$ cat src/rtl/pacn_pkg.sv
// ---------------------------------------------------------------------------
// Polygon area, centroid and normal package
// Widths, word types and vertex classes shared by the unit's modules.
// ---------------------------------------------------------------------------
package pacn_pkg;

  localparam int MAX_VERTICES = 64;
  localparam int MIN_POLY     = 3;
  localparam int COORD_W      = 24;
  localparam int CNT_W        = 7;
  localparam int SUM_W        = 31;
  localparam int NEWELL_W     = 58;
  localparam int AREA_SUM_W   = 59;
  localparam int AREA_W       = 58;
  localparam int NORMAL_W     = 32;
  localparam int OPND_W       = 25;
  localparam int PROD_W       = 50;
  localparam int SQ_W         = 116;
  localparam int ROOT_W       = 58;
  localparam int RREM_W       = 60;
  localparam int QUO_W        = 31;
  localparam int CREM_W       = 8;
  localparam int QDEPTH       = 4;
  localparam int QPTR_W       = 2;
  localparam int QFILL_W      = 3;

  // One input word: a vertex and its end-of-polygon mark.
  typedef struct packed {
    logic signed [COORD_W-1:0] vertex_x;
    logic signed [COORD_W-1:0] vertex_y;
    logic signed [COORD_W-1:0] vertex_z;
    logic                      last_vertex;
  } vertex_word_t;

  // One result word.
  typedef struct packed {
    logic [AREA_W-1:0]          area;
    logic signed [COORD_W-1:0]  centroid_x;
    logic signed [COORD_W-1:0]  centroid_y;
    logic signed [COORD_W-1:0]  centroid_z;
    logic signed [NORMAL_W-1:0] unit_normal_x;
    logic signed [NORMAL_W-1:0] unit_normal_y;
    logic signed [NORMAL_W-1:0] unit_normal_z;
    logic [CNT_W-1:0]           vertices_used;
    logic                       normal_degenerate;
    logic                       vertex_overflow;
  } result_word_t;

  // Role of a vertex within its polygon, decided at the front.
  typedef enum logic [1:0] {
    KIND_FIRST    = 2'd0,
    KIND_SECOND   = 2'd1,
    KIND_TRIANGLE = 2'd2,
    KIND_DROPPED  = 2'd3
  } vertex_kind_t;

  typedef struct packed {
    vertex_kind_t kind;
    vertex_word_t vtx;
  } queue_word_t;

  // Write side of the queue.
  typedef struct packed {
    logic        en;
    queue_word_t word;
  } queue_wr_t;

  // Read side of the queue.
  typedef struct packed {
    logic        valid;
    queue_word_t word;
  } queue_rd_t;

endpackage

$ cat src/rtl/pacn_queue.sv
// ---------------------------------------------------------------------------
// Polygon vertex queue
// Short first-in first-out buffer between the front end and the back end.
// ---------------------------------------------------------------------------
module pacn_queue import pacn_pkg::*; (
  input  logic      clk,
  input  logic      rst_n,
  input  queue_wr_t wr,
  output logic      full,
  output queue_rd_t rd,
  input  logic      pop
);

  queue_word_t        entry_r [QDEPTH];
  logic [QPTR_W-1:0]  wr_ptr_r;
  logic [QPTR_W-1:0]  rd_ptr_r;
  logic [QFILL_W-1:0] fill_r;
  logic               do_wr;
  logic               do_rd;

  assign full     = (fill_r == QFILL_W'(QDEPTH));
  assign rd.valid = (fill_r != '0);
  assign rd.word  = entry_r[rd_ptr_r];
  assign do_wr    = wr.en & ~full;
  assign do_rd    = pop & rd.valid;

  // Storage needs no reset.
  always_ff @(posedge clk) begin
    if (do_wr) begin
      entry_r[wr_ptr_r] <= wr.word;
    end
  end

  // Pointers and fill level.
  always_ff @(posedge clk) begin
    if (!rst_n) begin
      wr_ptr_r <= '0;
      rd_ptr_r <= '0;
      fill_r   <= '0;
    end else begin
      if (do_wr) begin
        wr_ptr_r <= wr_ptr_r + QPTR_W'(1);
      end
      if (do_rd) begin
        rd_ptr_r <= rd_ptr_r + QPTR_W'(1);
      end
      if (do_wr && !do_rd) begin
        fill_r <= fill_r + QFILL_W'(1);
      end else if (!do_wr && do_rd) begin
        fill_r <= fill_r - QFILL_W'(1);
      end
    end
  end

endmodule

$ cat config.mk
export PLATFORM = sky130hd
export DESIGN_NAME = pacn_queue
export DESIGN_NICKNAME = d
export VERILOG_FILES = /design/src/rtl/pacn_pkg.sv /design/src/rtl/pacn_queue.sv
export SDC_FILE = /design/constraint.sdc
export NUM_CORES = 1
export LEC_CHECK = 0
export BUFFER_PORTS_ARGS = -buffer_cell sky130_fd_sc_hd__buf_2
export CAP_MARGIN = 20
export CORE_MARGIN = 2
export CORE_UTILIZATION = 53
export DETAILED_ROUTE_END_ITERATION = 8
export GPL_ROUTABILITY_DRIVEN = 0
export GPL_TIMING_DRIVEN = 0
export PLACE_DENSITY = 0.74
export SYNTH_ARGS = -nofsm -noshare
export SYNTH_HDL_FRONTEND = slang
export SYNTH_SLANG_ARGS = --single-unit
$ cat constraint.sdc
create_clock -name clk -period 4 [get_ports clk]
set_input_delay 0.6 -clock clk [delete_from_list [all_inputs] [get_ports clk]]
set_output_delay 0.6 -clock clk [all_outputs]
set_load 0.05 [all_outputs]
After elaboration in Yosys (flattened, before gate mapping)
Memory sizes are Yosys's and may differ from the RTL's. A register that Yosys moved wholly into a read port is not among the register bits.
Cells that the tools add are included.

operators by class
  multiplexer cells = 6
  reduce and logical (&&, ||, !) cells = 6
  add/sub/neg operators = 4
  eq/ne operators = 1
  bitwise gates (word level) = 3

operators with widths
  operator               number
  $mux W3                2
  $add A2 B1 Y2 const B  2
  $mux W2                2
  $add A3 B1 Y3 const B  1
  $eq A3 B3 Y1 const B   1
  $reduce_bool A3 Y1     1
  $sub A3 B1 Y3 const B  1
  $and A1 B1 Y1          2
  $logic_and A1 B1 Y1    2
  $logic_not A1 Y1       2
  $mux W1                2
  $reduce_bool A2 Y1     1
  $not A1 Y1             1

word-level totals
  word-level logic and storage cells = 24
  memories kept = 1
  bits in registers = 7
  bits of input ports = 79
  bits in writable memories = 300
  output and inout port bits = 77

memories
  name     depth  width  rd ports  clocked after Yosys merged registers in  wr ports  RTL line          text
  entry_r  4      75     1         1                                        1         pacn_queue.sv:14  queue_word_t entry_r [QDEPTH];

Longest topological paths before layout
  depth in word-level cells = 7
  gate-level depth with buffers = 9
  depth with buffers taken out = 8

Worst setup path after synthesis
OpenSTA, ideal clock, no wires.

  path type = register -> register
  from = reg fill_r[0]
  to = mem entry_r[0][0] (netlist bit) (enable)
  library setup time = 442 ps
  clock period less this slack = 3148 ps
  path slack = 852 ps
  buffers on the path = 1
  stages on the path, launching flop included = 5
  required time = 3558 ps
  arrival time = 2706 ps
  cell sequence = dfxtp_1 > nor3b_2 > nor2b_1 > buf_2 > and2_1

between the ends
  cells in the longest elaborated chain, start to end = 5

RTL lines
  element                        RTL line          text
  start, declared                pacn_queue.sv:17  logic [QFILL_W-1:0] fill_r;
  start signal, assigned         pacn_queue.sv:48  fill_r <= fill_r + QFILL_W'(1);
  start signal, assigned         pacn_queue.sv:50  fill_r <= fill_r - QFILL_W'(1);
  $eq A3 B3 Y1                   pacn_queue.sv:21  assign full = (fill_r == QFILL_W'(QDEPTH));
  via full                       pacn_queue.sv:9   output logic full,
  $not A1 Y1                     pacn_queue.sv:24  assign do_wr = wr.en & ~full;
  $and A1 B1 Y1                  pacn_queue.sv:24
  via do_wr                      pacn_queue.sv:18  logic do_wr;
  $mux W1                        pacn_queue.sv:29  if (do_wr) begin
  $mux W1 (not written as such)  pacn_queue.sv:30  entry_r[wr_ptr_r] <= wr.word;
  end, declared                  pacn_queue.sv:14

The timed path passes the listed nets, and every way through them passes these cells.

==> run_results.csv <==
group,metric,value,unit
floorplan,rows,53,
power_and_ir_drop,leakagePower,0.00460,uW
sta,min_period,2.71,ns
worst_hold_path,min_from,"wr[5]",
job,drv_cap,0,
sta,max_slew_margin,54.0,%
route,drt_iter0_markers,224,
sta,maxSlewViolCount,0,
floorplan,coreArea,21000,sq um
floorplan,initial_core_util,53.9,%
sta,hold_violations,0,
synth,yosysSeqAreaShare,81.3,%
route,route.detailed.drc,0,
synth,syn_area_per_cell,25.7,sq um
global_route,grt_start_max_net_pins,49,
worst_hold_path,hold-path-cell-count,1,
global_route,grt_pass1_wl,31200,um
placement,placed_cells,872,
synth,syn-cell-area,11300,sq um
power_and_ir_drop,seqPwrFrac,39.8,%
placement,dp_hpwl,12300,um
clock_network,cts_made_buffers,30,
sta,setup_viol,0,
route,wl_met3,1290,um
power_and_ir_drop,power_density,745,nW/um^2
global_route,grt_pass1_vias,5621,
power_and_ir_drop,p_sw_share,33.5,%
critical_path,worstPathRequired,3.40,ns
outcome,status,"completed",
critical_path,r2r_end,"fill_r[2]",
sta,max_slew.worst_pin.slew,0.690,ns
sta,max_freq,368,MHz
global_route,gr-total-overflow,0,
clock_network,root_buffer,"clkbuf_16",
synth,synth_top_area_share,79.7,%
power_and_ir_drop,ir_drop,0.419,mV
critical_path,worstReg2RegStart,"fill_r[0]",
placement,pre_cts_ws,1.56,ns
critical_path,crit_type,"reg2out",
synth,yosysWarnings,0,
sta,holdWs,0.270,ns
synth,ys_top_cells_by_area,"edfxtp_1 80%, mux4_2 15%, dfxtp_1 1.6%",
route,drt_wl_total,20600,um
sta,period_share,67.9,%
global_route,antenna_found_initial,1,
critical_path,crit_fanout,10,
global_route,track_usage,18.4,%
clock_network,cts_max_path_buffers,3,
sta,setup_tns,0,ns
synth,synth_seq_cells,309,
sta,setup_slack,1.29,ns
critical_path,startpoint_type,"flip-flop",
clock_network,post-cts-setup-buffer-count,0,
floorplan,dieHeight,150,um
floorplan,dieArea,22500,sq um
route,avgViaCountPerCell,5.55,
worst_hold_path,whs_endpoint,"entry_r[2][5]",
power_and_ir_drop,power_frac_clock,28.8,%
sta,rsz0062_at_grt,"no",
route,wl_met1,8260,um
route,dr_wl_met2,10600,um
synth,synth_top_area_cell,"edfxtp_1",
clock_network,cts_resized,0,
worst_hold_path,hp-class,"in2reg",
sta,skew,0.0122,ns
clock_network,clock_sinks,309,
route,wire_per_inst,22.2,um
route,vias,5140,
clock_network,hold_buffers,0,
clock_network,cts_tree,"done",
placement,io_buffers,154,
clock_network,htreeDepth,1,
critical_path,end_kind,"output pin",
floorplan,die_x,150,um
route,maxUsedRoutingLayer,"met5",
route,drtPass1Iterations,4,
final_layout,drive_gt1_share,45.8,%
final_layout,area_growth,20.1,%
final_layout,final_cells,926,
floorplan,pin_count,156,
final_layout,num-nets-final,714,
critical_path,rrSetupSlack,1.62,ns
power_and_ir_drop,combPwrFrac,31.4,%
synth,syn_inst,439,
clock_network,clock_latency,0.54,ns
synth,synth_fp_nets,524,
power_and_ir_drop,internal_power,6730,uW
critical_path,r2r_cells,9,
critical_path,arrival,2.11,ns
clock_network,clk_pin_slew,0.06,ns
route,ant_nets,0,
synth,ys_types,22,
power_and_ir_drop,switchingPower,3390,uW
-- worst max-delay path by stage --
stage               from        endpoint  cells past startpoint
6_report       flip-flop          rd[45]                      4
5_1_grt        flip-flop          rd[25]                      4
4_1_cts        flip-flop          rd[18]                      4
3_5_place_dp      wr[75]       fill_r[2]                      9
3_3_place_gp      wr[75]  entry_r[1][44]                      4
2_1_floorplan  fill_r[0]   entry_r[0][0]                      4
-- area by class of cell --
type | instances | area, sq um
fillers | 1415 | 7380
plain buffers | 18 | 129
clock buffers | 36 | 795
well taps | 275 | 344
clock inverters | 17 | 243
inverters | 3 | 11.3
repair buffers | 158 | 881
multi-input cells | 109 | 1980
diodes | 1 | 2.50
flip-flops and latches | 309 | 9190
-- cells in the final DEF (no fill, tap or decap) --
cell type and instances:
a21boi_0 1, and2_1 4, and2_4 4, buf_16 4
buf_2 161, buf_4 2, buf_6 6, bufinv_16 6
clkbuf_1 8, clkbuf_16 31, clkinv_1 4, clkinv_2 3
clkinv_4 2, clkinvlp_4 2, dfxtp_1 9, diode_2 1
edfxtp_1 300, fa_1 1, ha_1 5, inv_1 3
mux2i_1 3, mux4_2 75, nand2_1 4, nor2b_1 2
nor3b_2 1, o21ai_0 1, o311ai_1 1, o31ai_2 1
or3_1 2, xnor2_1 3, xor2_1 1
-- synthesized netlist by cell type --
master,number
o31ai_2,1
or3_1,2
buf_2,7
inv_1,3
o21ai_0,1
nor2b_1,2
xor2_1,1
a21boi_0,1
buf_6,6
mux4_2,75
mux2i_1,3
edfxtp_1,300
buf_4,2
nor3b_2,1
o311ai_1,1
dfxtp_1,9
nand2_1,4
xnor2_1,3
ha_1,5
and2_1,8
fa_1,1
clkbuf_1,3
-- metrics by stage --
step | total power, uW | cell area [sq um] | utilization, %
finish | 10100 | 13600 | 64.8
global route | 10500 | 13600 | 64.8
CTS | 10200 | 13600 | 64.8
detailed placement | 7320 | 12500 | 59.8
global placement | 7240 | 12400 | 59.3
floorplan | 6580 | 11300 | -
-- sequential cells by signal, summed over array words and instances, names as in the netlist, named ones only --
signal    cells
entry_r     300
fill_r        3
rd_ptr_r      2
wr_ptr_r      2
-- kinds of logic (layout without fill, tap and decap cells) --
group           after synthesis  in the layout  synth area share (%)
fa+ha+maj                     6              6                 0.731
simple gates                 17             17                 0.908
xor+xnor                      4              4                 0.310
compound gates                4              4                 0.299
flops                       309            309                  81.3
buf+inv                      21            232                  1.24
other cells                   0              1                     0
mux                          78             78                  15.2
-- per-layer routing --
layer  global-route usage (%)  up-vias
met5                        0        -
met4                     4.86        2
met3                     3.35       43
met2                     32.2      166
met1                     24.2     2678
li1                         -     2251
-- power by group through the flow --
stage                     sequential [uW]  combinational, uW  clock, uW
after floorplan                      4080               2500          0
after global placement               4110               3130          0
after detailed placement             4100               3220          0
after CTS                            4040               3230       2980
after global routing                 4060               3340       3100
final                                4030               3180       2910
-- worst max-delay path, stage by stage, from the launching register on --
cell and delay, ns:
dfxtp_1 0.37, buf_6 0.21, buf_6 0.21, mux4_2 0.54, buf_2 0.23
(Power assumes the default switching activity.)
