[config.mk]
export PLATFORM = sky130hd
export DESIGN_NAME = pacn_front
export DESIGN_NICKNAME = d
export VERILOG_FILES = /design/src/rtl/pacn_pkg.sv /design/src/rtl/pacn_front.sv
export SDC_FILE = /design/constraint.sdc
export NUM_CORES = 1
export LEC_CHECK = 0
export BUFFER_PORTS_ARGS = -buffer_cell sky130_fd_sc_hd__buf_2
export CORE_MARGIN = 3
export CORE_UTILIZATION = 30
export DETAILED_ROUTE_END_ITERATION = 6
export PLACE_DENSITY = 0.89
export SYNTH_ARGS = -nofsm -noshare
export SYNTH_HDL_FRONTEND = slang
export SYNTH_SLANG_ARGS = --single-unit
[constraint.sdc]
create_clock -name clk -period 2.1 [get_ports clk]
set_input_delay 0.105 -clock clk [delete_from_list [all_inputs] [get_ports clk]]
set_output_delay 0.105 -clock clk [all_outputs]
set_load 0.1 [all_outputs]
[src/rtl/pacn_pkg.sv]
// ---------------------------------------------------------------------------
// Polygon area, centroid and normal package
// Widths, word types and vertex classes shared by the unit's modules.
// ---------------------------------------------------------------------------
package pacn_pkg;

  localparam int MAX_VERTICES = 64;
  localparam int MIN_POLY     = 3;
  localparam int COORD_W      = 24;
  localparam int CNT_W        = 7;
  localparam int SUM_W        = 31;
  localparam int NEWELL_W     = 58;
  localparam int AREA_SUM_W   = 59;
  localparam int AREA_W       = 58;
  localparam int NORMAL_W     = 32;
  localparam int OPND_W       = 25;
  localparam int PROD_W       = 50;
  localparam int SQ_W         = 116;
  localparam int ROOT_W       = 58;
  localparam int RREM_W       = 60;
  localparam int QUO_W        = 31;
  localparam int CREM_W       = 8;
  localparam int QDEPTH       = 4;
  localparam int QPTR_W       = 2;
  localparam int QFILL_W      = 3;

  // One input word: a vertex and its end-of-polygon mark.
  typedef struct packed {
    logic signed [COORD_W-1:0] vertex_x;
    logic signed [COORD_W-1:0] vertex_y;
    logic signed [COORD_W-1:0] vertex_z;
    logic                      last_vertex;
  } vertex_word_t;

  // One result word.
  typedef struct packed {
    logic [AREA_W-1:0]          area;
    logic signed [COORD_W-1:0]  centroid_x;
    logic signed [COORD_W-1:0]  centroid_y;
    logic signed [COORD_W-1:0]  centroid_z;
    logic signed [NORMAL_W-1:0] unit_normal_x;
    logic signed [NORMAL_W-1:0] unit_normal_y;
    logic signed [NORMAL_W-1:0] unit_normal_z;
    logic [CNT_W-1:0]           vertices_used;
    logic                       normal_degenerate;
    logic                       vertex_overflow;
  } result_word_t;

  // Role of a vertex within its polygon, decided at the front.
  typedef enum logic [1:0] {
    KIND_FIRST    = 2'd0,
    KIND_SECOND   = 2'd1,
    KIND_TRIANGLE = 2'd2,
    KIND_DROPPED  = 2'd3
  } vertex_kind_t;

  typedef struct packed {
    vertex_kind_t kind;
    vertex_word_t vtx;
  } queue_word_t;

  // Write side of the queue.
  typedef struct packed {
    logic        en;
    queue_word_t word;
  } queue_wr_t;

  // Read side of the queue.
  typedef struct packed {
    logic        valid;
    queue_word_t word;
  } queue_rd_t;

endpackage

[src/rtl/pacn_front.sv]
// ---------------------------------------------------------------------------
// Polygon front end
// Accepts vertex words and tags each one with its role in the polygon.
// ---------------------------------------------------------------------------
module pacn_front import pacn_pkg::*; (
  input  logic         clk,
  input  logic         rst_n,
  input  logic         in_push,
  input  vertex_word_t in_data,
  output logic         in_full,
  input  logic         q_full,
  output queue_wr_t    wr
);

  logic [CNT_W-1:0] count_r;
  logic [CNT_W-1:0] count_nxt;
  logic             accept;
  vertex_kind_t     kind;

  assign accept  = in_push & ~q_full;
  assign in_full = q_full;

  // Classify the vertex by how many vertices came before it.
  always_comb begin
    if (count_r == CNT_W'(MAX_VERTICES)) begin
      kind = KIND_DROPPED;
    end else if (count_r == '0) begin
      kind = KIND_FIRST;
    end else if (count_r == CNT_W'(1)) begin
      kind = KIND_SECOND;
    end else begin
      kind = KIND_TRIANGLE;
    end
  end

  // The count restarts after the last vertex and stops at the maximum.
  always_comb begin
    count_nxt = count_r;
    if (accept) begin
      if (in_data.last_vertex) begin
        count_nxt = '0;
      end else if (kind != KIND_DROPPED) begin
        count_nxt = count_r + CNT_W'(1);
      end
    end
  end

  always_ff @(posedge clk) begin
    if (!rst_n) begin
      count_r <= '0;
    end else begin
      count_r <= count_nxt;
    end
  end

  assign wr.en        = accept;
  assign wr.word.kind = kind;
  assign wr.word.vtx  = in_data;

endmodule

Yosys cells after proc, flatten, opt, wreduce, memory -nomap -nowiden
Cells that the tools add are included.
{ "classes": {"addsub": 1, "mul": 0, "div": 0, "n_lt_le_gt_ge": 0, "n_eq_ne": 3, "shift": 0, "mux": 5, "bitwise_logic": 2, "reduce_logical": 3} }
{ "op_table": {"columns": ["cell", "count"], "rows": [
  ["two-way mux 7 bit", 2],
  ["adder 7 x 1 -> 7 bit (second input constant)", 1],
  ["equality test 7 x 1 -> 1 bit (second input constant)", 1],
  ["equality test 7 bit (second input constant)", 1],
  ["logical NOT 7 bit", 1],
  ["two-way mux 2 bit", 3],
  ["!= test 2 bit (second input constant)", 1],
  ["AND reduction 2 bit", 1],
  ["nonzero test 2 bit", 1],
  ["bitwise AND 1 bit", 1],
  ["NOT 1 bit", 1]
]} }
{ "totals": {"regBits": 7, "latchBits": 0, "ram_bits": 0, "rom_bits": 0, "in_bits": 77, "elab_cells": 15, "n_memories": 0} }

Logic depth before layout (Yosys ltp)
Gate-level depths: netlist (run 1).
{ "logic_depth": {"word_depth": 7, "ltp_mapped": 5, "ltp_nobuf": 5} }

Worst setup path after synthesis (run 1)
No wires, ideal clock.
{ "synth_timing": {"kind": "reg-to-output", "startpoint": "register count_r[0]", "endpoint": "output port wr[73] (netlist name)", "arrival_ns": 2.611, "setup_slack_ns": -0.616, "path_stages_with_launch": 5, "path_cell_list": "dfxtp_1 inv_1 ha_1 or3b_2 a21oi_1"} }
{ "synth_lines": {"columns": ["element", "line_no", "rtl"], "rows": [
  ["start: declaration", "pacn_front.sv:15", "logic [CNT_W-1:0] count_r;"],
  ["start signal: assignment", "pacn_front.sv:52", "count_r <= count_nxt;"],
  ["end: declaration", "pacn_front.sv:12", "output queue_wr_t wr"]
]} }

==> impl_results.md, run 1 <==
* CTS resizes at 0
* Startpoint Class: register
* Root buffer cell: clkbuf_4
* Ys Warns at 0
* Fin cells at between 100 and 150
* Pwr per Cell Area at 534 nW/um^2
* Rows at 20
* CTS Sinks at 7
* Layout area overhead at -41.0%
* Post-DP Area at a little under 600 sq um
* Crit Path Category: reg -> out
* Htree depth at 1
* Post-synth EDFFs at 0
* Post-DP HPWL at approximately 1400 microns
* Die width at 64.5 microns
* Top cells by area, synth: buf_4 (55%), dfxtp_1 (14%), ha_1 (3.7%)
* Initial antenna violation count at 0
* Met3 WL at 326 microns
* Clock latency on the worst-skew pair at between 200 and 300 ps
* Status: completed
* Die Y-Extent at between 60 and 70 microns
* Filler Cells Inserted at 374
* Post-synth cell types at 25
* Slew HR at 67.4%
* FMAX at 499 MHz
* Max FFs per register at 7
* Via count at 557
* Diodes inserted at 0
* Fin area at a little over 600 sq um
* Core Box Area at ~3200 sq um
* CP max FO at 7
* DR DRC count at 0
* RSZ-0062 raised after global routing: false
* Final Skew at a little under 6 ps
* LEAKAGE at 0.000206 uW
* Yosys reg bits at 7
* Routed Antenna Nets at 0
* First-pass GRT wire length at 2620 microns
* Pins Over Slew Limit at 0
* # IOs at 154
* Metal1 wirelength at 568 microns
* Final wirelength at 1780 microns
* Slew @ Worst Pin at 492 ps
* Pre-antenna DRT Iters at 4
* Post-CTS setup buffer count at 0
* CP peak stage delay at 490 ps
* Crit share post-route at 95.3%
* Post-synthesis sequential area ratio at 13.6%
* Nature of the critical path endpoint: output port
* GRT overflow at 0
* Leading cell types by count after synthesis: buf_4 (75), nand2_1 (8), dfxtp_1 (7), a21oi_1 (5), inv_1 (5)
* Starting Density at around 33%
* Synth async-reset ratio at 0%
* Clk pin slew, worst setup/hold paths at 50 ps
* Synthesized area at 1030 sq um
* Yosys top cell area share at 54.8%
* Max-cap violation count at 0
* Max VDD drop at 132 uV
* Top Layer Used: met4
* Number of hold buffers added after cts at 0
* Required @ worst endpoint at around 2000 ps
* TritonCTS buffer count at 3
* Top_reg_cell synth: dfxtp_1
* Crit-path cells: inv_1, ha_1, or3b_2, a21oi_4, buf_12
* Power, Total at 323 uW
* Mean Syn Cell Area at 7.78 sq um
* Port Buffers at 9
* Die area at approximately 4200 sq um
* Cell with the most instances after synthesis: buf_4
* Setup violators final at 0
* Cells after Synth at ~130
* Total GRT Usage at 8.29%
* CP max stage cell: or3b_2
* Hold WS at ~150 ps
* Wire length per cell at 15.7 microns
* Register area at 140 sq um
* 1st-iter DRT viols at 24
* Clock Tree Buf Depth at 2
* Min cycle time layout at between 2000 and 2500 ps
* Vias/cell at roughly 5
* Largest regs: count_r (7)
* Hold Vio Cnt, Final at 0
* Area taken by multi-input logic gates at 305 sq um
* Most flop-heavy register: count_r
* CTS tree: built
* DR WL met2 at 764 microns
* Final #Nets at 150
* Post-Syn Nets at 212
* Setup TNS at 0 ps
* Vias in the first global route at 545
* Dominant cell type by area after synthesis: buf_4
* Min-delay worst type: in -> reg
* Placed cells at 109
* Arrival time at the worst endpoint at 1900 ps
* Largest net degree at the start of global routing at 10
* Share of layout cells above drive strength 1 at 23.2%
* GP Congestion at 0.813
-- critical path: cells and delay by family (launching register included) --
| family | cells | cell delay, ps |
|---|---|---|
| compound gates | 1 | 200 |
| fa+ha+maj | 1 | 230 |
| buf+inv | 2 | 280 |
| flops | 1 | 440 |
| simple gates | 1 | 490 |
-- kinds of logic (layout without fill, tap and decap cells) --
family	after synthesis	in the layout	synth area share (%)
AO/OA/AOI/OAI	17	17	11.3
flip-flops	7	7	13.6
buffers and inverters	81	18	57.7
adder cells (fa/ha/maj)	3	3	3.65
AND/OR/NAND/NOR	24	24	13.6
-- area by class of cell --
class	instances	share of cell area [%]
clock buffer	4	4.34
inverter	5	3.10
multi-input combinational	44	50.4
sequential	7	23.1
tap	44	9.09
timing repair buffer	9	9.92
-- where the power goes --
group          switching, uW  internal, uW  leakage, uW  total [uW]
Clock                   49.8          72.5    0.0000150         122
Sequential              2.10           134    0.0000565         136
Combinational           50.4          14.1     0.000135        64.5
Total                    102           221     0.000206         323
-- per-layer routing --
layer	GRT usage, %	up-vias
li1	-	239
met1	6.89	239
met2	12.2	55
met3	7.45	24
met4	6.60	0
met5	0	-
-- metrics by stage --
| step | util (%) | setup WS, ps |
|---|---|---|
| finish | 19.2 | 97.7 |
| global route | 19.2 | 14.2 |
| CTS | 19.2 | 84.6 |
| detailed placement | 18.4 | 360 |
| global placement | 18.4 | 409 |
| floorplan | - | 258 |
-- cells in the final DEF, fill, tap and decap left out --
cell	count
buf_12	1
a21oi_4	1
nor2_1	1
or4_4	1
or4_1	3
o21ai_0	2
o311ai_0	2
clkbuf_4	3
a21oi_1	4
or3b_2	1
clkbuf_1	1
nor3b_1	1
inv_1	5
ha_1	3
nand3_1	3
o22ai_1	1
nand2b_1	1
a31oi_1	3
nand3b_1	1
buf_2	8
nand2_1	8
o2111ai_1	1
o31a_1	1
dfxtp_1	7
o21ai_1	1
or3b_1	1
or3_1	3
o32ai_2	1
-- path summary, 6_finish.rpt --
kind	start	endpoint	slack (ps)	cells after the start
min	rst_n	count_r[0]	150	3
max	count_r[0]	wr[73]	100	5
max reg2reg	count_r[2]	count_r[1]	500	3
min reg2reg	count_r[6]	count_r[6]	540	2
Power figures use the tool's default switching activity.
==> run 2: changes to the inputs <==
--- a/config.mk
+++ b/config.mk
@@ -9,6 +9,7 @@
 export CORE_MARGIN = 3
 export CORE_UTILIZATION = 30
 export DETAILED_ROUTE_END_ITERATION = 6
+export GPL_TIMING_DRIVEN = 0
 export PLACE_DENSITY = 0.89
 export SYNTH_ARGS = -nofsm -noshare
 export SYNTH_HDL_FRONTEND = slang
==> run 2 against run 1 <==
Register-to-register slack lost 20 ps. Critical path type unchanged. Sequential cell count is the same. Hold slack lost 5.1 ps. Clock-buffer cell count is the same. Clock skew shrank 2.6 ps. Critical endpoint is now wr[74].
==> impl_results.md, run 2 (synthesis gave the netlist of run 1 again) <==
* Status: completed
* P_sw at 680 uW (+570%)
* Commonest non-fill, non-tap cell in the layout: buf_2
* DR DRC count at 0 (unchanged)
* Root buffer cell: clkbuf_4
* Setup violators final at 0 (unchanged)
* RSZ-0062 raised after global routing: false
* Sequential Power Share at 13.2% (-29 points)
* Clock Tree Buf Depth at 2 (unchanged)
* Max-cap violation count at 0 (unchanged)
* Int Pwr at 354 uW (+60%)
* Vias/cell at 4.16 (-16%)
* Largest net degree at the start of global routing at 10 (unchanged)
* Hold WS at 147 ps (-5.09 ps)
* Clock power frac at 12.1% (-26 points)
* CP max FO at 8 (+1)
* Via count at 1087 (+95%)
* Startpoint Class: register
* Commonest non-fill, non-tap cells in the layout: buf_2 (80), buf_4 (75), nand2_1 (8), dfxtp_1 (6), inv_1 (5)
* Power, Total at 1030 uW (+220%)
* Most flop-heavy register: count_r
* Min-delay worst type: in -> reg
* Switching share of power at 65.8% (+34 points)
* Port Buffers at 81 (+72)
* Initial antenna violation count at 0 (unchanged)
* Nature of the critical path endpoint: output port
* Min cycle time layout at 2020 ps (+21.7 ps)
* Crit Path Category: reg -> out
* Combinational share of power at 74.7% (+55 points)
* 1st-iter DRT viols at 60 (+150%)
* Htree depth at 1 (unchanged)
* Total GRT Usage at 12.0% (+3.7 points)
* Diodes inserted at 0 (unchanged)
* Slew @ Worst Pin at 508 ps (+15.8 ps)
* LEAKAGE at 0.000855 uW (+310%)
* Post-DP HPWL at 2520 microns (+75%)
* Rows at 20 (unchanged)
* Core Box Area at 3150 sq um (unchanged)
* Final #Nets at 298 (+99%)
* Setup TNS at 0 ps (unchanged)
* CTS Sinks at 7 (unchanged)
* Pins Over Slew Limit at 0 (unchanged)
* Final wirelength at 2790 microns (+57%)
* Number of hold buffers added after cts at 0 (unchanged)
* Pre-antenna DRT Iters at 5 (+1)
* GRT overflow at 0 (unchanged)
* # IOs at 154 (unchanged)
* Largest regs: count_r (7)
* Max VDD drop at 444 uV (+240%)
* Arrival time at the worst endpoint at 1920 ps (+20 ps)
* Pwr per Cell Area at 675 nW/um^2 (+27%)
* CTS tree: built
* Share of layout cells above drive strength 1 at 76.0% (+53 points)
* Final Skew at 3.32 ps (-2.60 ps)
* Slew HR at 66.4% (-1.0 points)
* Die area at 4160 sq um (unchanged)
* Die width at 64.5 microns (unchanged)
* First-pass GRT wire length at 4060 microns (+55%)
* Max FFs per register at 7 (unchanged)
* Starting Density at 32.6% (unchanged)
* Required @ worst endpoint at 2000 ps (about the same)
* Wire length per cell at 10.7 microns (-32%)
* Filler Cells Inserted at 308 (-18%)
* FMAX at 494 MHz (-1.1%)
* Routed Antenna Nets at 0 (unchanged)
* Vias in the first global route at 968 (+78%)
* GP Congestion at 0.834 (+2.6%)
* Layout area overhead at 49.2%
* Clock latency on the worst-skew pair at 250 ps (about the same)
* Clk pin slew, worst setup/hold paths at 50 ps (about the same)
* Crit share post-route at 96.4% (+1.0 points)
* TritonCTS buffer count at 3 (unchanged)
* Die Y-Extent at 64.5 microns (unchanged)
* Post-CTS setup buffer count at 0 (unchanged)
* Hold Vio Cnt, Final at 0 (unchanged)
[run 2: cell count changes in the layout (fill, tap and decap cells not counted)]
cell / change
buf_12: -1
buf_2: +72
buf_4: +75
buf_6: +2
dfxtp_1: -1
dfxtp_2: +1
[run 2: path summary, 6_finish.rpt]
kind | startpoint | end | slack (ps) | cells past startpoint
setup / recovery | count_r[2] | wr[74] | 80 | 4
hold / removal | rst_n | count_r[0] | 150 | 3
setup reg to reg | count_r[2] | count_r[1] | 480 | 4
hold reg to reg | count_r[0] | count_r[0] | 520 | 2
[run 2: final cells by class]
class                      instances  area [sq um]  area share (%)
buffer                            76           574            37.5
timing repair buffer              81           412            26.9
multi-input combinational         44           305            19.9
sequential                         7           141            9.22
tap                               44          55.1            3.59
clock buffer                       4          26.3            1.71
inverter                           5          18.8            1.22
[run 2: critical path, stage by stage, from the launching register on]
cell     delay [ps]
dfxtp_1         300
buf_6           130
or4_4           580
or3_1           360
buf_2           300
[run 2: through the flow]
stage	util [%]	setup slack, ps	area, sq um	instances
floorplan	-	258	1040	132
global placement	47.5	221	1500	257
detailed placement	47.5	170	1500	257
CTS	48.5	17.3	1530	261
global route	48.6	18.5	1530	261
finish	48.6	76.0	1530	261
[run 2: per-layer routing]
layer	GRT usage, %	up-vias	routed length [microns]
met5	0	-	0
met4	1.58	0	0
met3	4.85	0	400
met2	22.9	91	1530
met1	12.4	459	862
li1	-	537	-
[run 2: power by group through the flow]
stage	sequential [uW]	clock [uW]	combinational [uW]
after floorplan	138	0	699
after global placement	139	0	772
after detailed placement	139	0	775
after CTS	136	133	776
after global routing	136	139	792
final	136	126	773
[run 2: timing repair]
item,4_1_cts,5_1_grt
cloned,0,0
resized for setup,1,2
endpoints found under the setup margin,1,1
